$ cat config.mk
export PLATFORM = sky130hd
export DESIGN_NAME = raptor_code_parameter_derivation
export DESIGN_NICKNAME = d
export VERILOG_FILES = /design/src/design/rcpd_pkg.sv /design/src/design/rcpd_ctrl.sv /design/src/design/rcpd_dp.sv /design/src/design/raptor_code_parameter_derivation.sv
export SDC_FILE = /design/constraint.sdc
export NUM_CORES = 1
export LEC_CHECK = 0
export ABC_AREA = 1
export BUFFER_PORTS_ARGS = -buffer_cell sky130_fd_sc_hd__buf_2
export CORE_MARGIN = 5
export CORE_UTILIZATION = 50
export DETAILED_ROUTE_END_ITERATION = 8
export GPL_TIMING_DRIVEN = 0
export HOLD_SLACK_MARGIN = 0.06
export PLACE_DENSITY = 0.67
export SLEW_MARGIN = 25
export SYNTH_ARGS = -nofsm -noshare
export SYNTH_HDL_FRONTEND = slang
export SYNTH_SLANG_ARGS = --single-unit
$ cat constraint.sdc
create_clock -name clk_i -period 9.68 [get_ports clk_i]
set_input_delay 0.968 -clock clk_i [delete_from_list [all_inputs] [get_ports clk_i]]
set_output_delay 0.968 -clock clk_i [all_outputs]
set_load 0.02 [all_outputs]
$ cat src/design/rcpd_pkg.sv
// Shared types, constants and the central binomial table for the parameter derivation.
// No dependencies; imported by rcpd_ctrl, rcpd_dp and the top level.
package rcpd_pkg;

  localparam int unsigned KW = 14;
  localparam int unsigned NW = 15;
  localparam logic [13:0] LSat     = 14'h3FFF;
  localparam logic [4:0]  HLimit   = 5'd31;
  localparam logic [13:0] CeilDiv  = 14'd100;
  localparam logic [3:0]  DivTopBit = 4'd14;

  typedef struct packed {
    logic load_k;
    logic x_step;
    logic ceil_step;
    logic prime_start_s;
    logic prime_start_l;
    logic trial_init;
    logic div_start;
    logic div_step;
    logic trial_next;
    logic n_next;
    logic take_s;
    logic h_step;
    logic take_lp;
    logic out_load;
  } cmd_t;

  typedef struct packed {
    logic x_done;
    logic ceil_done;
    logic n_small;
    logic sq_gt_n;
    logic div_last;
    logic rem_zero;
    logic h_done;
  } sts_t;

  // choose(h, ceil(h/2))
  function automatic logic [27:0] central_binom(input logic [4:0] h);
    logic [27:0] v;
    case (h)
      5'd0:    v = 28'd1;
      5'd1:    v = 28'd1;
      5'd2:    v = 28'd2;
      5'd3:    v = 28'd3;
      5'd4:    v = 28'd6;
      5'd5:    v = 28'd10;
      5'd6:    v = 28'd20;
      5'd7:    v = 28'd35;
      5'd8:    v = 28'd70;
      5'd9:    v = 28'd126;
      5'd10:   v = 28'd252;
      5'd11:   v = 28'd462;
      5'd12:   v = 28'd924;
      5'd13:   v = 28'd1716;
      5'd14:   v = 28'd3432;
      5'd15:   v = 28'd6435;
      5'd16:   v = 28'd12870;
      5'd17:   v = 28'd24310;
      5'd18:   v = 28'd48620;
      5'd19:   v = 28'd92378;
      5'd20:   v = 28'd184756;
      5'd21:   v = 28'd352716;
      5'd22:   v = 28'd705432;
      5'd23:   v = 28'd1352078;
      5'd24:   v = 28'd2704156;
      5'd25:   v = 28'd5200300;
      5'd26:   v = 28'd10400600;
      5'd27:   v = 28'd20058300;
      5'd28:   v = 28'd40116600;
      5'd29:   v = 28'd77558760;
      5'd30:   v = 28'd155117520;
      default: v = 28'hFFFFFFF;
    endcase
    return v;
  endfunction

endpackage

$ cat src/design/rcpd_ctrl.sv
// Sequencer for the parameter derivation: X search, ceil(K/100), prime tests, H search.
// Depends on rcpd_pkg; drives rcpd_dp through cmd_t and reads sts_t.
module rcpd_ctrl (
  input  logic           clk_i,
  input  logic           rst_ni,
  input  logic           in_valid_i,
  output logic           in_stall_o,
  output logic           out_valid_o,
  input  logic           out_stall_i,
  output rcpd_pkg::cmd_t cmd_o,
  input  rcpd_pkg::sts_t sts_i
);
  import rcpd_pkg::*;

  typedef enum logic [3:0] {
    S_IDLE, S_XSRCH, S_CEIL, S_PTEST, S_PLOOP, S_DIV, S_DEVAL, S_HSRCH, S_DONE
  } state_e;

  state_e state_q, state_d;
  logic   for_l_q, for_l_d;
  logic   out_valid_q, out_valid_d;
  cmd_t   cmd;

  always_comb begin
    cmd         = '0;
    state_d     = state_q;
    for_l_d     = for_l_q;
    out_valid_d = out_valid_q & out_stall_i;
    unique case (state_q)
      S_IDLE: begin
        if (in_valid_i) begin
          cmd.load_k = 1'b1;
          state_d    = S_XSRCH;
        end
      end
      S_XSRCH: begin
        if (sts_i.x_done) state_d = S_CEIL;
        else cmd.x_step = 1'b1;
      end
      S_CEIL: begin
        if (sts_i.ceil_done) begin
          cmd.prime_start_s = 1'b1;
          for_l_d           = 1'b0;
          state_d           = S_PTEST;
        end else begin
          cmd.ceil_step = 1'b1;
        end
      end
      S_PTEST: begin
        if (sts_i.n_small) begin
          cmd.n_next = 1'b1;
        end else begin
          cmd.trial_init = 1'b1;
          state_d        = S_PLOOP;
        end
      end
      S_PLOOP: begin
        if (sts_i.sq_gt_n) begin
          if (for_l_q) begin
            cmd.take_lp = 1'b1;
            state_d     = S_DONE;
          end else begin
            cmd.take_s = 1'b1;
            state_d    = S_HSRCH;
          end
        end else begin
          cmd.div_start = 1'b1;
          state_d       = S_DIV;
        end
      end
      S_DIV: begin
        cmd.div_step = 1'b1;
        if (sts_i.div_last) state_d = S_DEVAL;
      end
      S_DEVAL: begin
        if (sts_i.rem_zero) begin
          cmd.n_next = 1'b1;
          state_d    = S_PTEST;
        end else begin
          cmd.trial_next = 1'b1;
          state_d        = S_PLOOP;
        end
      end
      S_HSRCH: begin
        if (sts_i.h_done) begin
          cmd.prime_start_l = 1'b1;
          for_l_d           = 1'b1;
          state_d           = S_PTEST;
        end else begin
          cmd.h_step = 1'b1;
        end
      end
      S_DONE: begin
        if (!out_valid_q || !out_stall_i) begin
          cmd.out_load = 1'b1;
          out_valid_d  = 1'b1;
          state_d      = S_IDLE;
        end
      end
      default: state_d = S_IDLE;
    endcase
  end

  always_ff @(posedge clk_i or negedge rst_ni) begin
    if (!rst_ni) begin
      state_q     <= S_IDLE;
      for_l_q     <= 1'b0;
      out_valid_q <= 1'b0;
    end else begin
      state_q     <= state_d;
      for_l_q     <= for_l_d;
      out_valid_q <= out_valid_d;
    end
  end

  assign cmd_o       = cmd;
  assign in_stall_o  = (state_q != S_IDLE);
  assign out_valid_o = out_valid_q;

endmodule

$ cat src/design/rcpd_dp.sv
// Datapath: search counters, bit-serial remainder unit for trial division, result registers.
// Depends on rcpd_pkg; commanded by rcpd_ctrl.
module rcpd_dp (
  input  logic           clk_i,
  input  rcpd_pkg::cmd_t cmd_i,
  output rcpd_pkg::sts_t sts_o,
  input  logic [13:0]    source_count_i,
  output logic [7:0]     x_value_o,
  output logic [8:0]     ldpc_count_o,
  output logic [4:0]     half_count_o,
  output logic [4:0]     half_weight_o,
  output logic [13:0]    intermediate_count_o,
  output logic [13:0]    intermediate_prime_o
);
  import rcpd_pkg::*;

  logic [KW-1:0] k_q;
  logic [7:0]    x_q;
  logic [15:0]   p_q;
  logic [13:0]   r_q;
  logic [7:0]    q_q;
  logic [NW-1:0] n_q;
  logic [7:0]    d_q;
  logic [15:0]   sq_q;
  logic [8:0]    rem_q;
  logic [3:0]    idx_q;
  logic [8:0]    s_q;
  logic [4:0]    h_q;
  logic [NW-1:0] lp_q;

  logic [7:0]    x_val_q;
  logic [8:0]    s_val_q;
  logic [4:0]    h_val_q;
  logic [4:0]    hw_val_q;
  logic [13:0]   l_val_q;
  logic [13:0]   lp_val_q;

  logic [NW-1:0] ks;
  logic [NW-1:0] l_sum;
  logic [8:0]    rem_sh;
  logic [8:0]    rem_nx;
  logic [5:0]    h_inc;

  assign ks     = {1'b0, k_q} + {6'b0, s_q};
  assign l_sum  = ks + {10'b0, h_q};
  assign rem_sh = {rem_q[7:0], n_q[idx_q]};
  assign rem_nx = (rem_sh >= {1'b0, d_q}) ? (rem_sh - {1'b0, d_q}) : rem_sh;
  assign h_inc  = {1'b0, h_q} + 6'd1;

  assign sts_o.x_done    = (p_q >= {1'b0, k_q, 1'b0});
  assign sts_o.ceil_done = (r_q == 14'd0);
  assign sts_o.n_small   = (n_q < 15'd2);
  assign sts_o.sq_gt_n   = (sq_q > {1'b0, n_q});
  assign sts_o.div_last  = (idx_q == 4'd0);
  assign sts_o.rem_zero  = (rem_q == 9'd0);
  assign sts_o.h_done    = (h_q == HLimit) || (central_binom(h_q) >= {13'b0, ks});

  always_ff @(posedge clk_i) begin
    if (cmd_i.load_k) begin
      k_q <= source_count_i;
      x_q <= 8'd1;
      p_q <= 16'd0;
      r_q <= source_count_i;
      q_q <= 8'd0;
      h_q <= 5'd0;
    end
    if (cmd_i.x_step) begin
      p_q <= p_q + {7'b0, x_q, 1'b0};
      x_q <= x_q + 8'd1;
    end
    if (cmd_i.ceil_step) begin
      q_q <= q_q + 8'd1;
      r_q <= (r_q > CeilDiv) ? (r_q - CeilDiv) : 14'd0;
    end
    if (cmd_i.prime_start_s) n_q <= {7'b0, q_q} + {7'b0, x_q};
    if (cmd_i.prime_start_l) n_q <= l_sum;
    if (cmd_i.n_next)        n_q <= n_q + 15'd1;
    if (cmd_i.trial_init) begin
      d_q  <= 8'd2;
      sq_q <= 16'd4;
    end
    if (cmd_i.trial_next) begin
      d_q  <= d_q + 8'd1;
      sq_q <= sq_q + {7'b0, d_q, 1'b1};
    end
    if (cmd_i.div_start) begin
      rem_q <= 9'd0;
      idx_q <= DivTopBit;
    end
    if (cmd_i.div_step) begin
      rem_q <= rem_nx;
      idx_q <= idx_q - 4'd1;
    end
    if (cmd_i.take_s)  s_q  <= n_q[8:0];
    if (cmd_i.h_step)  h_q  <= h_q + 5'd1;
    if (cmd_i.take_lp) lp_q <= n_q;
    if (cmd_i.out_load) begin
      x_val_q  <= x_q;
      s_val_q  <= s_q;
      h_val_q  <= h_q;
      hw_val_q <= h_inc[5:1];
      l_val_q  <= l_sum[NW-1] ? LSat : l_sum[13:0];
      lp_val_q <= lp_q[NW-1] ? LSat : lp_q[13:0];
    end
  end

  assign x_value_o            = x_val_q;
  assign ldpc_count_o         = s_val_q;
  assign half_count_o         = h_val_q;
  assign half_weight_o        = hw_val_q;
  assign intermediate_count_o = l_val_q;
  assign intermediate_prime_o = lp_val_q;

endmodule

$ cat src/design/raptor_code_parameter_derivation.sv
// Work per source count: the X search, the ceil(K/100) loop, trial division of each prime
// candidate for S and L' in the shared bit-serial remainder unit, and the H search.
// Throughput: one item at a time; the next transfer is taken once the result is registered.
// Reset: rst_ni asynchronous, active low, clears the sequencer and the output valid.
// Top level: rcpd_ctrl + rcpd_dp; depends on rcpd_pkg.
module raptor_code_parameter_derivation (
  input  logic        clk_i,
  input  logic        rst_ni,
  input  logic        in_valid_i,
  output logic        in_stall_o,
  input  logic [13:0] source_count_i,
  output logic        out_valid_o,
  input  logic        out_stall_i,
  output logic [7:0]  x_value_o,
  output logic [8:0]  ldpc_count_o,
  output logic [4:0]  half_count_o,
  output logic [4:0]  half_weight_o,
  output logic [13:0] intermediate_count_o,
  output logic [13:0] intermediate_prime_o
);
  import rcpd_pkg::*;

  cmd_t cmd;
  sts_t sts;

  rcpd_ctrl u_ctrl (
    .clk_i       (clk_i),
    .rst_ni      (rst_ni),
    .in_valid_i  (in_valid_i),
    .in_stall_o  (in_stall_o),
    .out_valid_o (out_valid_o),
    .out_stall_i (out_stall_i),
    .cmd_o       (cmd),
    .sts_i       (sts)
  );

  rcpd_dp u_dp (
    .clk_i                (clk_i),
    .cmd_i                (cmd),
    .sts_o                (sts),
    .source_count_i       (source_count_i),
    .x_value_o            (x_value_o),
    .ldpc_count_o         (ldpc_count_o),
    .half_count_o         (half_count_o),
    .half_weight_o        (half_weight_o),
    .intermediate_count_o (intermediate_count_o),
    .intermediate_prime_o (intermediate_prime_o)
  );

endmodule

==> results.py, run 1 <==
metrics = {
    "floorplan": {
        "core_area_sq_mm": 0.0267,
        "die_area_sq_mm": 0.0303,
        "rows": 60,
        "die_w_um": 174,
        "ios": 75,
        "fp.dieH_um": 174,
        "initial_core_util": 0.503,
    },
    "placed_design": {
        "post_dp_cell_area_sq_mm": 0.0143,
        "dpl.hpwl_um": 25400,
        "port_buffers": 74,
        "gp_congestion": 0.926,
    },
    "routing": {
        "wl_per_cell_um": 17.0,
        "viasPerCell": 5.37,
        "remaining_drc_errors": 0,
        "drt_pass1_iterations": 5,
        "wl_um": 32900,
        "postRouteAntennaNets": 0,
        "drtIter0Drc": 792,
        "vias": 10400,
    },
    "clock_network": {
        "clk_pin_slew_ns": 0.07,
        "clk_root_buffer_cell": "clkbuf_16",
        "clock_path_buffers": 3,
        "cts.sinks": 229,
        "numCtsBuffers": 27,
        "cts_hold_buf": 0,
        "cts.repair.resized": 0,
        "clk_latency_ns": 0.55,
        "tritoncts": "built",
        "post_cts_buffers": 0,
        "htree_levels": 1,
    },
    "critical_path": {
        "critPathKind": "reg2reg",
        "crit_fanout": 8,
        "critPathArrivalTime_ns": 5.46,
        "r2r_start": "u_dp.s_q[0]",
        "worst-path-stages": 26,
        "r2r_slack_ns": 4.66,
        "cpMostUsedCell": "nand2_1",
        "crit_slowest_cell": "xor2_1",
        "critPathCaptureType": "register",
        "worst-path-buf-inv": 2,
        "r2r_cells": 26,
        "cpLargestDelayFamily": "simple AND/OR/NAND/NOR gates",
        "startpoint": "u_dp.s_q[0]",
        "required_ns": 10.12,
        "crit_path_start_kind": "register",
        "critPathMaxStageDelay_ns": 0.49,
    },
    "run_status": {
        "status": "complete, no violations",
    },
    "timing": {
        "tightestPinTransition_ns": 0.998,
        "finalSetupViolCount": 0,
        "maxSlewViolCount": 0,
        "skew_ns": 0.0227,
        "tns_ns": 0,
        "whs_ns": 0.257,
        "final_hold_viol_count": 0,
        "grt_setup_unrepaired": "false",
        "post-route-period-util": 0.518,
        "min_period_ns": 5.02,
        "clock.fmax_mhz": 199,
        "max_slew_margin": 0.333,
    },
    "yosys": {
        "synth-seq-cells": 229,
        "yosysTopAreaCell": "edfxtp_1",
        "synth.cell_area_sq_mm": 0.0134,
        "yosys.area.top_type_share": 0.436,
        "synth_nets": 1603,
        "synth.avg_cell_area_sq_um": 9.16,
        "netlist_instances": 1467,
        "synth_ff_type": "edfxtp_1",
        "synth_edf_count": 195,
        "postSynth.asyncResetShare": 0.0262,
        "synth_area_leaders": "edfxtp_1 (44%), ha_1 (10%), nand2_1 (9.3%)",
        "yosysWarnings": 0,
        "synth.distinct_cells": 56,
        "yosysMostFrequentCell": "nand2_1",
        "ys_seq_area_frac": 0.489,
        "synthTopCellsByCount": "nand2_1 (332), edfxtp_1 (195), inv_1 (185), nor2_1 (116), ha_1 (112)",
    },
    "power": {
        "power_frac_comb": 0.422,
        "power.internal_mw": 2.64,
        "swShare": 0.412,
        "power.share.clock": 0.224,
        "switching_power_mw": 1.86,
        "worst_ir_drop_vdd_mv": 0.176,
        "power.leakage_nw": 6.70,
        "cellPowerDensity_mw_per_mm2": 296,
        "seqPwrFrac": 0.355,
    },
    "finish": {
        "synthToLayoutAreaGrowth_pct": 13.2,
        "fill_cells": 2339,
        "post-route-cell-area_sq_mm": 0.0152,
        "antenna_cells": 0,
        "layout-drive-gt1-share": 0.115,
        "fin_nets": 1709,
    },
    "global_routing": {
        "first_global_vias": 9976,
        "overflow": 0,
        "grt_use_total": 0.211,
        "grt_pass1_wl_um": 51800,
        "grt_max_degree": 25,
        "antenna_found_initial": 0,
    },
    "min_path": {
        "min_path_type": "in2async",
    },
    "job": {
        "max-cap-violations": 0,
    },
}
-- cells by family (layout without fill, tap and decap cells) --
group	count (synthesis)	count (layout)	share of synthesized area
buffers and inverters	210	337	0.0616
adders and majority gates	118	118	0.113
DFF	229	229	0.489
xor gates and xnor gates	58	58	0.0395
and+or+nand+nor	636	636	0.208
AOI/OAI and AO/OA	216	216	0.0893
-- stage by stage --
step / utilization / power [mW] / setup WS [ns] / std cells
floorplan: - / 2.95 / 5.60 / 1467
global placement: 0.533 / 3.45 / 4.10 / 1882
detailed placement: 0.536 / 3.49 / 4.67 / 1885
CTS: 0.569 / 4.51 / 4.66 / 1935
global route: 0.569 / 4.85 / 4.36 / 1935
finish: 0.569 / 4.50 / 4.66 / 1935
-- cells in the final DEF, fill, tap and decap left out, types with 9 or more instances in the layout --
cell       netlist  final
nand2_1        332    331
edfxtp_1       195    195
inv_1          185    185
nor2_1         116    114
ha_1           112    112
a21oi_1         93     92
buf_2            5     79
o21ai_0         78     77
nand3_1         74     74
xor2_1          40     40
nor3_1          28     28
dfxtp_1         28     28
clkbuf_16        0     27
or2_2           22     22
nand4_1         19     19
xnor2_1         15     15
clkbuf_1        11     11
nor4_1          10     10
nor3b_1          9      9
-- how the worst min path moves through the flow --
stage                             from                           end  depth (start not counted)
after floorplan            u_dp.s_q[0]          u_dp.ldpc_count_o[0]                          0
after global placement    u_dp.lp_q[3]  u_dp.intermediate_prime_o[3]                          1
after detailed placement  u_dp.lp_q[5]  u_dp.intermediate_prime_o[5]                          1
after CTS                       rst_ni                u_ctrl.for_l_q                          1
after global routing            rst_ni                u_ctrl.for_l_q                          1
final                           rst_ni                u_ctrl.for_l_q                          1
-- power groups by stage --
stage | combinational (mW) | clock (mW) | sequential, mW
6_report | 1.90 | 1.01 | 1.60
5_1_grt | 2.16 | 1.07 | 1.62
4_1_cts | 1.89 | 1.02 | 1.60
3_5_place_dp | 1.88 | 0 | 1.61
3_3_place_gp | 1.84 | 0 | 1.61
2_1_floorplan | 1.42 | 0 | 1.53
-- final cells by class --
type | count | area [sq um] | share of cell area
flip-flops and latches | 229 | 6570 | 0.432
multi-input cells | 1028 | 6070 | 0.399
inverters | 189 | 709 | 0.0466
clock buffers | 27 | 676 | 0.0444
repair buffers | 77 | 437 | 0.0287
well taps | 341 | 427 | 0.0280
clock inverters | 23 | 210 | 0.0138
plain buffers | 21 | 119 | 0.00781
-- worst register-to-register path, cell delays in order (launching register included) --
cell and delay (ns):
edfxtp_1 0.46, ha_1 0.27, fa_1 0.41, nand3_1 0.09, nand2_1 0.11, nand2_1 0.08
nand2_1 0.09, nand2_1 0.09, nand2_1 0.08, xor2_1 0.49, ha_1 0.35, nand2_1 0.07
nor2_1 0.05, a211oi_1 0.17, nand2_1 0.09, nand2_1 0.23, nand3_4 0.21, nand3_1 0.12
nand2_1 0.26, inv_1 0.33, ha_1 0.34, inv_1 0.09, nand2_1 0.14, nand3_1 0.11
nand2_1 0.08, nand2_1 0.07, nand2_1 0.06
-- metal layers --
metal | vias up | wire length [um] | global-route usage
met3 | 61 | 1570 | 0.0298
li1 | 5206 | - | -
met5 | - | 0 | 0
met1 | 4870 | 14800 | 0.287
met4 | 0 | 908 | 0.0643
met2 | 261 | 15600 | 0.355
(Power assumes the default switching activity.)
==> run 2, diff against run 1 <==
Clock period 9.68 ns to 4.7 ns, I/O delays scaled along.
==> results.py, run 2 (synthesis gave the netlist of run 1 again) <==
metrics = {
    "global_routing": {
        "grt_pass1_wl_um": 51800,
        "grt_use_total": 0.211,
        "grt_use_met2": 0.354,
        "first_global_vias": 9971,
        "grt_max_degree": 25,
        "groute.layer.met1.usage": 0.287,
        "antenna_found_initial": 0,
        "grt_busiest_layer": "met2",
        "overflow": 0,
        "met3_usage": 0.0298,
    },
    "clock_network": {
        "cts.sinks": 229,
        "clk_root_buffer_cell": "clkbuf_16",
        "numCtsBuffers": 27,
        "clk_latency_ns": 0.54,
        "tritoncts": "built",
        "clock_path_buffers": 3,
        "clk_pin_slew_ns": 0.06,
        "htree_levels": 1,
    },
    "critical_path": {
        "crit_path_start_kind": "register",
        "critPathKind": "reg2reg",
        "worst-path-buf-inv": 2,
        "critPathMaxStageDelay_ns": 0.45,
        "critPathArrivalTime_ns": 4.84,
        "r2r_cells": 27,
        "crit_slowest_cell": "edfxtp_1",
        "required_ns": 5.13,
        "r2r_start": "u_dp.s_q[0]",
        "crit_fanout": 9,
        "r2r_slack_ns": 0.29,
        "cpLargestDelayFamily": "simple AND/OR/NAND/NOR gates",
        "cpMostUsedCell": "nand2_1",
        "critPathCaptureType": "register",
    },
    "timing": {
        "post-route-period-util": 0.939,
        "fin_ws_ns": 0.287,
        "tns_ns": 0,
        "finalSetupViolCount": 0,
        "tightestPinTransition_ns": 1.01,
        "max_slew_margin": 0.326,
        "min_period_ns": 4.41,
        "final_hold_viol_count": 0,
        "maxSlewViolCount": 0,
        "clock.fmax_mhz": 227,
        "skew_ns": 0.0180,
    },
    "placed_design": {
        "port_buffers": 74,
        "post_dp_cell_area_sq_mm": 0.0143,
        "gp_congestion": 0.926,
        "dp_cells": 1885,
        "dpl.hpwl_um": 25400,
        "place_ws_ns": -0.309,
    },
    "job": {
        "max-cap-violations": 0,
    },
    "min_path": {
        "hold_start": "source_count_i[4]",
        "min_to": "u_dp.k_q[4]",
        "min_path_type": "in2reg",
        "hold_depth": 1,
    },
    "routing": {
        "viasPerCell": 5.38,
        "drtIter0Drc": 763,
        "drt_pass1_iterations": 7,
        "wl_um": 32900,
        "vias": 10400,
        "postRouteAntennaNets": 0,
        "remaining_drc_errors": 0,
        "wl_per_cell_um": 16.9,
    },
    "floorplan": {
        "initial_core_util": 0.503,
        "ios": 75,
        "core_area_sq_mm": 0.0267,
        "fp.dieH_um": 174,
        "rows": 60,
        "die_w_um": 174,
        "die_area_sq_mm": 0.0303,
    },
    "power": {
        "power.leakage_nw": 6.74,
        "cellPowerDensity_mw_per_mm2": 608,
        "worst_ir_drop_vdd_mv": 0.361,
    },
    "finish": {
        "stdcell_count": 1941,
        "synthToLayoutAreaGrowth_pct": 14.0,
        "layout-drive-gt1-share": 0.124,
        "final_core_util": 0.573,
        "antenna_cells": 0,
        "final_cell_mix": "nand2_1 (327), edfxtp_1 (195), inv_1 (184)",
        "post-route-cell-area_sq_mm": 0.0153,
        "fin_nets": 1715,
        "final_common_cell": "nand2_1",
    },
    "run_status": {
        "status": "complete, no violations",
    },
}
==> run 2: changes by cell type in the layout (fill, tap and decap cells not counted), moves of 2 or more <==
cell,before,now
nand2_2,5,8
nand3_2,1,3
nand2_1,331,327
buf_4,2,7
nand3_1,74,72
==> run 2: report_power, final <==
part / switching [mW] / internal (mW) / leakage [nW] / total, mW
Sequential: 0.406 / 2.88 / 2.10 / 3.29
Clock: 0.852 / 1.22 / 0.417 / 2.07
Combinational: 2.58 / 1.37 / 4.23 / 3.95
Total: 3.84 / 5.48 / 6.74 / 9.31
==> run 2: worst max-delay path by stage <==
stage	start	to	slack [ns]	depth (start not counted)
3_5_place_dp	u_dp.s_q[0]	register	-0.31	26
6_report	u_dp.s_q[0]	register	0.29	27
4_1_cts	u_dp.s_q[0]	register	0.11	26
5_1_grt	u_dp.s_q[0]	register	-0.003	27
3_3_place_gp	u_ctrl.state_q[0]	u_dp.intermediate_prime_o[10]	-0.51	3
2_1_floorplan	u_ctrl.state_q[1]	u_dp.half_count_o[0]	0.88	3
==> run 2: worst register-to-register path: stages (launching register included) <==
cell	delay, ns
edfxtp_1	0.45
ha_1	0.26
fa_1	0.41
nand3_1	0.09
nand2_1	0.11
nand2_1	0.08
nand2_1	0.10
nand2_1	0.10
nand2_1	0.13
nand3_1	0.10
nand2_1	0.05
nand2_1	0.14
inv_1	0.12
ha_1	0.19
nand3_1	0.12
nand3_1	0.19
nor2_4	0.25
nand3_4	0.18
nand2_8	0.16
nand2_1	0.08
nand2_2	0.14
ha_1	0.30
inv_1	0.09
nand2_1	0.14
nand3_1	0.11
nand2_1	0.08
nand2_1	0.07
nand2_1	0.07
==> run 2: area by class of cell <==
type / instances / area (sq um)
clock buffer: 27 / 676
buffer: 21 / 119
clock inverter: 23 / 210
multi-input combinational: 1028 / 6130
sequential: 229 / 6570
tap: 341 / 427
timing repair buffer: 83 / 484
fill: 2338 / 11400
inverter: 189 / 712
==> run 2: timing repair <==
item	CTS	global route
pin swaps	0	3
hold buffers	1	0
endpoints found under the setup margin	18	11
buffers inserted	0	5
endpoints found under the hold margin	6	0
gates resized for setup	5	9
==> run 2: stage by stage <==
stage | hold WS [ns] | total power, mW
finish | 0.131 | 9.31
global route | 0.107 | 10.0
CTS | 0.111 | 9.31
detailed placement | 0.318 | 7.20
global placement | 0.314 | 7.11
floorplan | 0.174 | 6.08
==> run 2: metal layers <==
| layer | up-vias | share of wire |
|---|---|---|
| met4 | 0 | 0.029 |
| met2 | 275 | 0.47 |
| met5 | - | 0 |
| met3 | 67 | 0.054 |
| met1 | 4884 | 0.44 |
| li1 | 5217 | - |
==> run 3, diff against run 2 <==
Settings changed: CORE_UTILIZATION 50 to 62, PLACE_DENSITY 0.67 to 0.81.
==> results.py, run 3 (synthesis gave the netlist of run 1 again) <==
metrics = {
    "run_status": {
        "status": "complete, no violations",
    },
    "routing": {
        "drtIter0Drc": 931,
        "wl_um": 33800,
        "wl_per_cell_um": 18.1,
        "drt_pass1_iterations": 6,
        "dr_wl_met3_um": 2640,
        "wl_met2_um": 16500,
        "wl_met1_um": 13400,
        "vias": 10900,
        "remaining_drc_errors": 0,
        "viasPerCell": 5.84,
        "postRouteAntennaNets": 0,
        "highest_layer": "met4",
    },
    "clock_network": {
        "numCtsBuffers": 25,
        "clk_pin_slew_ns": 0.06,
        "tritoncts": "built",
        "cts.sinks": 229,
        "clk_root_buffer_cell": "clkbuf_16",
        "htree_levels": 1,
        "clock_path_buffers": 3,
        "clk_latency_ns": 0.52,
    },
    "global_routing": {
        "overflow": 0,
        "first_global_vias": 10500,
        "grt_max_degree": 26,
        "antenna_found_initial": 0,
        "grt_pass1_wl_um": 53200,
        "grt_use_total": 0.272,
    },
    "critical_path": {
        "critPathCaptureType": "register",
        "critPathMaxStageDelay_ns": 0.49,
        "r2r_start": "u_dp.k_q[0]",
        "required_ns": 5.10,
        "crit_slowest_cell": "edfxtp_1",
        "crit_path_start_kind": "register",
        "cpMostUsedCell": "nand2_1",
        "crit_fanout": 9,
        "r2r_slack_ns": 0.21,
        "cpLargestDelayFamily": "simple AND/OR/NAND/NOR gates",
        "worst-path-buf-inv": 1,
        "critPathArrivalTime_ns": 4.88,
        "r2r_cells": 26,
        "critPathKind": "reg2reg",
    },
    "placed_design": {
        "gp_congestion": 0.952,
        "post_dp_cell_area_sq_mm": 0.0142,
        "dpl.hpwl_um": 25700,
        "port_buffers": 74,
    },
    "finish": {
        "layout-drive-gt1-share": 0.118,
        "final_common_cell": "nand2_1",
        "fin_nets": 1709,
        "fill_cells": 1570,
        "final_cell_mix": "nand2_1 (326), edfxtp_1 (195), inv_1 (184)",
        "synthToLayoutAreaGrowth_pct": 12.8,
        "post-route-cell-area_sq_mm": 0.0152,
        "antenna_cells": 0,
    },
    "timing": {
        "maxSlewViolCount": 0,
        "max_slew_margin": 0.337,
        "finalSetupViolCount": 0,
        "min_period_ns": 4.49,
        "whs_ns": 0.146,
        "skew_ns": 0.0192,
        "clock.fmax_mhz": 223,
        "tightestPinTransition_ns": 0.991,
        "post-route-period-util": 0.955,
        "final_hold_viol_count": 0,
        "grt_setup_unrepaired": "false",
    },
    "min_path": {
        "hold_depth": 1,
        "min_path_type": "in2reg",
        "hold_start": "source_count_i[4]",
        "min_to": "u_dp.k_q[4]",
    },
    "floorplan": {
        "die_area_sq_mm": 0.0247,
        "rows": 53,
        "core_area_sq_mm": 0.0212,
        "ios": 75,
        "initial_core_util": 0.635,
        "fp.dieH_um": 157,
        "die_w_um": 157,
    },
    "job": {
        "max-cap-violations": 0,
    },
    "power": {
        "cellPowerDensity_mw_per_mm2": 616,
        "worst_ir_drop_vdd_mv": 0.329,
        "power.leakage_nw": 6.70,
    },
}
==> run 3: changes by cell type in the layout (fill, tap and decap cells not counted), moves of 2 or more <==
cell and change:
inv_6 -2, clkinvlp_4 -2, clkbuf_16 -2, clkinv_2 -2, buf_4 -4
==> run 3: metrics by stage <==
stage | total power, mW | instances | setup WS (ns) | setup TNS, ns | utilization
5_1_grt | 9.98 | 1865 | 0.000665 | 0 | 0.717
3_5_place_dp | 7.22 | 1819 | -0.300 | -2.25 | 0.673
3_3_place_gp | 7.03 | 1816 | -0.427 | -24.64 | 0.669
4_1_cts | 9.28 | 1864 | 0.0183 | 0 | 0.714
6_report | 9.34 | 1865 | 0.212 | 0 | 0.717
2_1_floorplan | 6.08 | 1467 | 0.879 | 0 | -
==> run 3: cell type report <==
| class | instances | area (sq um) | area share |
|---|---|---|---|
| repair buffers | 79 | 454 | 0.0300 |
| clock inverters | 17 | 198 | 0.0130 |
| multi-input cells | 1028 | 6120 | 0.404 |
| plain buffers | 21 | 119 | 0.00784 |
| clock buffers | 27 | 643 | 0.0424 |
| inverters | 189 | 712 | 0.0470 |
| flip-flops and latches | 229 | 6570 | 0.433 |
| well taps | 275 | 344 | 0.0227 |
==> run 3: power by group <==
part,switching [mW],internal [mW]
sequential,0.416,2.88
combinational,2.66,1.37
clock,0.807,1.21
total,3.88,5.46
==> run 3: what timing repair did <==
action / CTS / global route
endpoints found under the hold margin: 6 / 0
hold buffers: 1 / 0
setup endpoints to repair: 18 / 24
pin swaps: 0 / 1
resized for setup: 3 / 10
setup buffers: 0 / 1
==> run 3: worst max-delay path by stage <==
stage | start | endpoint | slack, ns | cells past startpoint
2_1_floorplan | u_ctrl.state_q[1] | u_dp.half_count_o[0] | 0.88 | 3
3_3_place_gp | u_ctrl.state_q[1] | u_dp.half_weight_o[0] | -0.43 | 3
3_5_place_dp | u_dp.k_q[0] | register | -0.30 | 26
4_1_cts | u_dp.k_q[0] | register | 0.02 | 26
5_1_grt | u_dp.k_q[0] | register | 0.0007 | 27
6_report | u_dp.k_q[0] | register | 0.21 | 26
==> run 3: metal layers <==
layer | up-vias | GRT usage
li1 | 5205 | -
met1 | 5086 | 0.356
met5 | - | 0
met4 | 0 | 0.106
met3 | 93 | 0.0366
met2 | 501 | 0.463
